$ cat config.mk
export PLATFORM = sky130hd
export DESIGN_NAME = lwpi_unit
export DESIGN_NICKNAME = d
export VERILOG_FILES = /design/src/design/lwpi_pkg.sv /design/src/design/lwpi_unit.sv
export SDC_FILE = /design/constraint.sdc
export NUM_CORES = 2
export LEC_CHECK = 0
export BUFFER_PORTS_ARGS = -buffer_cell sky130_fd_sc_hd__buf_4
export CAP_MARGIN = 20
export CORE_MARGIN = 2
export CORE_UTILIZATION = 25
export CTS_CLUSTER_DIAMETER = 40
export DETAILED_ROUTE_END_ITERATION = 7
export PLACE_DENSITY_LB_ADDON = 0.08
export SYNTH_ARGS = -nofsm -noshare
export SYNTH_HDL_FRONTEND = slang
export SYNTH_SLANG_ARGS = --single-unit
$ cat constraint.sdc
create_clock -name clk -period 9.4 [get_ports clk]
set_clock_uncertainty 0.15 [all_clocks]
set_input_delay 0.94 -clock clk [delete_from_list [all_inputs] [get_ports clk]]
set_output_delay 0.94 -clock clk [all_outputs]
set_load 0.05 [all_outputs]
$ cat src/design/lwpi_pkg.sv
// Shared types, codes and sizes of the looping waypoint path interpolator.
package lwpi_pkg;

	localparam int MAX_POINTS = 16;
	localparam int IDX_W      = $clog2(MAX_POINTS);
	localparam int CNT_W      = $clog2(MAX_POINTS + 1);

	// request operations
	typedef enum logic [1:0] {
		OP_CLEAR  = 2'd0,
		OP_APPEND = 2'd1,
		OP_START  = 2'd2,
		OP_QUERY  = 2'd3
	} op_t;

	// result status codes
	typedef enum logic [2:0] {
		STS_OK          = 3'd0,
		STS_NOT_RUNNING = 3'd1,
		STS_REFUSED     = 3'd2,
		STS_RUNNING     = 3'd3,
		STS_FULL        = 3'd4
	} status_t;

	// shared arithmetic unit operations
	typedef enum logic [1:0] {
		ALU_MUL  = 2'd0,
		ALU_DIV  = 2'd1,
		ALU_SQRT = 2'd2
	} alu_op_t;

	typedef enum logic [4:0] {
		S_IDLE, S_LDA0, S_LDA1, S_LDB0, S_LDB1, S_SQ_GO, S_SQ_W, S_RT_GO, S_RT_W,
		S_DUR_GO, S_DUR_W, S_MOD_GO, S_MOD_W, S_SCAN0, S_SCAN1, S_F_GO, S_F_W,
		S_HOLD0, S_HOLD1, S_LRP_GO, S_LRP_W, S_VM_GO, S_VM_W, S_VD_GO, S_VD_W
	} state_t;

	typedef struct packed {
		logic        [1:0]  operation;
		logic signed [31:0] point_x;
		logic signed [31:0] point_y;
		logic signed [31:0] point_z;
		logic        [31:0] dwell_time;
		logic signed [31:0] time_now;
		logic signed [31:0] time_into_lap;
	} req_t;

	typedef struct packed {
		logic        [2:0]  status;
		logic signed [31:0] place_x;
		logic signed [31:0] place_y;
		logic signed [31:0] place_z;
		logic signed [31:0] velocity_x;
		logic signed [31:0] velocity_y;
		logic signed [31:0] velocity_z;
		logic               is_moving;
	} rsp_t;

	// handshake between sequencer and arithmetic unit
	typedef struct packed {
		logic       go;
		alu_op_t    op;
		logic [63:0] a;
		logic [63:0] b;
	} alu_cmd_t;

	typedef struct packed {
		logic        busy;
		logic        done;
		logic [63:0] res;
		logic [63:0] rem;
	} alu_rsp_t;

endpackage

$ cat src/design/lwpi_unit.sv
// Shared bit-serial arithmetic unit: multiply, divide with remainder, square root.
module lwpi_unit (
	input  logic                clk,
	input  logic                arst_n,
	input  lwpi_pkg::alu_cmd_t  cmd,
	output lwpi_pkg::alu_rsp_t  rsp
);
	import lwpi_pkg::*;

	alu_op_t     op_q;
	logic [6:0]  cnt_q;
	logic        busy_q;
	logic        done_q;
	logic [63:0] acc_q, x_q, y_q;
	logic [64:0] r_q;

	logic [63:0] acc_n, x_n, y_n, rb;
	logic [64:0] r_n, sh;
	logic        ge;

	// one step of the selected operation
	always_comb begin
		acc_n = acc_q;
		x_n   = x_q;
		y_n   = y_q;
		r_n   = r_q;
		sh    = {r_q[63:0], y_q[63]};
		rb    = y_q + x_q;
		ge    = 1'b0;
		unique case (op_q)
			ALU_MUL: begin
				acc_n = acc_q + (y_q[0] ? x_q : 64'd0);
				x_n   = x_q << 1;
				y_n   = y_q >> 1;
			end
			ALU_DIV: begin
				ge  = sh >= {1'b0, x_q};
				r_n = ge ? sh - {1'b0, x_q} : sh;
				y_n = {y_q[62:0], ge};
			end
			ALU_SQRT: begin
				ge    = acc_q >= rb;
				acc_n = ge ? acc_q - rb : acc_q;
				y_n   = ge ? (y_q >> 1) + x_q : y_q >> 1;
				x_n   = x_q >> 2;
			end
			default: begin
				acc_n = acc_q;
			end
		endcase
	end

	// control
	always_ff @(posedge clk or negedge arst_n) begin
		if (!arst_n) begin
			busy_q <= 1'b0;
			done_q <= 1'b0;
			cnt_q  <= '0;
		end else begin
			done_q <= 1'b0;
			if (cmd.go) begin
				busy_q <= 1'b1;
				cnt_q  <= (cmd.op == ALU_DIV) ? 7'd64 : 7'd32;
			end else if (busy_q) begin
				cnt_q <= cnt_q - 7'd1;
				if (cnt_q == 7'd1) begin
					busy_q <= 1'b0;
					done_q <= 1'b1;
				end
			end
		end
	end

	// operands and partial results
	always_ff @(posedge clk) begin
		if (cmd.go) begin
			op_q <= cmd.op;
			r_q  <= '0;
			unique case (cmd.op)
				ALU_MUL: begin
					acc_q <= '0;
					x_q   <= cmd.a;
					y_q   <= {32'd0, cmd.b[31:0]};
				end
				ALU_DIV: begin
					x_q <= cmd.b;
					y_q <= cmd.a;
				end
				default: begin
					acc_q <= cmd.a;
					y_q   <= '0;
					x_q   <= 64'd1 << 62;
				end
			endcase
		end else if (busy_q) begin
			acc_q <= acc_n;
			x_q   <= x_n;
			y_q   <= y_n;
			r_q   <= r_n;
		end
	end

	assign rsp.busy = busy_q;
	assign rsp.done = done_q;
	assign rsp.res  = (op_q == ALU_MUL) ? acc_q : y_q;
	assign rsp.rem  = r_q[63:0];

endmodule
==> reports/metrics.yaml <==
status:
  status: "finished, final reports clean"
setup_path:
  cp-end-kind: "register"
  worstPathMaxFanout: 25
  cp.arrival_ns: 8.12
  worstSetupStartpointType: "register"
  path_class: "reg -> reg"
  required_ns: 9.77
timing:
  slew_headroom: 0.190
  fin_crit_sh: 0.825
  finalHoldViolCount: 0
  grt_setup_unrepaired: "no"
  finalCriticalPeriod_ns: 7.75
  setup_viol: 0
  tightest_slew_ns: 1.20
  max_freq_ghz: 0.129
  maxSlewViolCount: 0
  fin_setup_tns_ns: 0
clock_network:
  cts_setup_buffers: 0
  cts_tree: "yes"
  insertion_delay_ns: 0.73
  htreeDepth: 3
  numCtsBuffers: 87
  clk_pin_slew_ns: 0.04
  root_buffer: "clkbuf_16"
  ctsLongestPathBuffers: 3
  clock-sinks: 267
synthesis:
  syn_inst: 4524
  yosys.area.top_type_share: 0.167
  ys_types: 97
  yosysTopAreaCell: "edfxtp_1"
  synth_edf_count: 194
  ys_seq_area_frac: 0.210
  avgSynthCellArea_sq_um: 7.71
  synthesis.nets: 4984
  ys_dominant_reg_cell: "edfxtp_1"
  ys.warnings.count: 0
  yosys_register_bits: 267
  synth_area_leaders: "edfxtp_1, ha_1, a21oi_1, nand2_1, mux2i_1"
  async_flop_share: 0.0337
  netlist_area_sq_um: 34900
cells_and_area:
  register_area_sq_um: 7330
  fin_cells: 6591
  most-common-layout-cells: "a21oi_1, nand2_1, o21ai_0, buf_4, ha_1"
  multi_input_area_sq_um: 25800
  fillCellCount: 15087
  finalNetCount: 5100
  drive_above_1_share: 0.125
  area_growth_pct: 19.5
  stdcell_area_sq_um: 41700
  postLayoutCoreUtil: 0.300
  final_common_cell: "a21oi_1"
pwr:
  p_leak_nw: 17.5
  power_density_nw_per_um2: 377
  finalPower_mw: 15.7
  ir_drop_uv: 248
global_routing:
  grt_max_degree: 118
  grt_pass1_wl_microns: 270000
  grt_pass1_vias: 36039
  overflow: 0
  grt_usage: 0.261
  antenna_found_initial: 5
placement:
  dpl-instance-area_sq_um: 38600
  place_congestion: 0.949
  hpwlAfterDp_microns: 150000
  port_buffers: 262
  dp_cells: 6425
min_path:
  min_path_type: "reg -> reg"
detailed_routing:
  drc: 0
  drt_first_pass_iters: 6
  first_iter_violations: 3659
  routed_wl_microns: 192000
  vias: 37264
  postRouteAntennaNets: 0
  wire_per_inst_microns: 29.1
  via_per_inst: 5.65
floorplanning:
  start_util: 0.251
  die_area_sq_um: 143000
  core_area_sq_um: 139000
  die_w_microns: 378
  fp.dieH_microns: 378
  placementRows: 137
  io_pins: 263
run:
  cap_violations: 0
metrics by stage:
stage               hold WS [ns]  worst slack [ns]
CTS                        0.337              1.74
global placement           0.364              1.88
detailed placement         0.369              1.75
floorplan                  0.383              1.23
finish                     0.364              1.65
global route               0.379              1.20
sequential cells by signal, indices dropped and copies added, names as in the netlist:
name    flops
x_q        64
busy_q      1
acc_q      64
done_q      1
cnt_q       7
y_q        64
op_q        2
r_q        64
critical path: stages (launching register included):
cell      delay, ns
edfxtp_1       0.59
ha_1           0.57
nand4_1        0.16
nor3_1         0.48
nand3_1        0.17
a21oi_1        0.26
a311oi_2       0.15
o31ai_1        0.62
a21oi_2        0.25
a41oi_2        0.41
xnor2_1        0.11
ha_1           0.49
nand4_1        0.22
nor3_1         0.49
nand3_1        0.18
a31oi_1        0.26
a211oi_2       0.08
nand2_1        0.08
buf_4          0.42
nand2_1        0.10
buf_4          0.26
nor2_1         0.58
o21ai_0        0.19
o221ai_1       0.22
final timing paths:
check / start / to / slack, ns / cells after the start
worst max-delay path: x_q[24]$_DFFE_PP_ / y_q[52]$_DFFE_PP_ / 1.65 / 23
worst min-delay path: r_q[9]$_SDFFE_PP0P_ / r_q[10]$_SDFFE_PP0P_ / 0.36 / 2
worst max register to register: x_q[24]$_DFFE_PP_ / y_q[52]$_DFFE_PP_ / 1.65 / 23
worst min register to register: r_q[9]$_SDFFE_PP0P_ / r_q[10]$_SDFFE_PP0P_ / 0.36 / 2
max in group asynchronous: arst_n / cnt_q[3]$_DFFE_PN0P_ / 8.52 / 2
min in group asynchronous: arst_n / cnt_q[6]$_DFFE_PN0P_ / 0.44 / 2
cells by family (layout without fill, tap and decap cells):
family	count (synthesis)	after routing	synth area share
XOR/XNOR	279	279	0.0700
other	0	2	0
buffers and inverters	473	662	0.0525
AND/OR/NAND/NOR	1277	1277	0.174
AO/OA/AOI/OAI	1670	1670	0.307
multiplexers	231	231	0.0686
adder cells (fa/ha/maj)	327	327	0.118
flip-flops	267	267	0.210
layer usage:
metal  part of all wire  vias up  wire (microns)  global-route usage
li1                   -    17314               -                   -
met1               0.45    18412           86200               0.354
met2               0.46     1316           88700               0.428
met3              0.058      220           11000              0.0362
met4              0.029        2            5610              0.0722
met5           0.000068        -              13                   0
report_power, final:
group          switching, mW  internal, mW
sequential             0.577          1.69
clock                  0.989          2.09
combinational           6.84          3.55
cells in the mapped netlist, types with 23 or more instances:
cell type	count
nand4_1	113
nor3_1	78
and3_1	33
and2_1	81
a211oi_1	42
a21o_1	170
nand3_1	86
o211ai_1	37
o221ai_1	27
nor2b_1	24
mux2i_1	165
o21ai_0	330
inv_1	173
o22ai_1	84
o21a_1	33
a21oi_1	479
nand2b_1	25
ha_1	322
a221oi_1	30
buf_1	25
o31ai_1	26
a31oi_1	69
nor2_1	296
xor2_1	103
mux2_2	66
buf_2	23
dfxtp_1	64
nand2_1	444
a22oi_1	67
o21bai_1	77
xnor2_1	176
edfxtp_1	194
clkbuf_1	244
a311oi_1	31
final cells by class:
type	count	area share
diodes	2	0.000120
clock buffers	108	0.0563
clock inverters	54	0.0164
inverters	173	0.0156
multi-input cells	3784	0.620
flip-flops and latches	267	0.176
well taps	1876	0.0563
repair buffers	327	0.0598
timing repair:
action	CTS	global route
hold buffers	1	0
resized for setup	0	0
hold endpoints to repair	9	0
(Power assumes the default switching activity.)
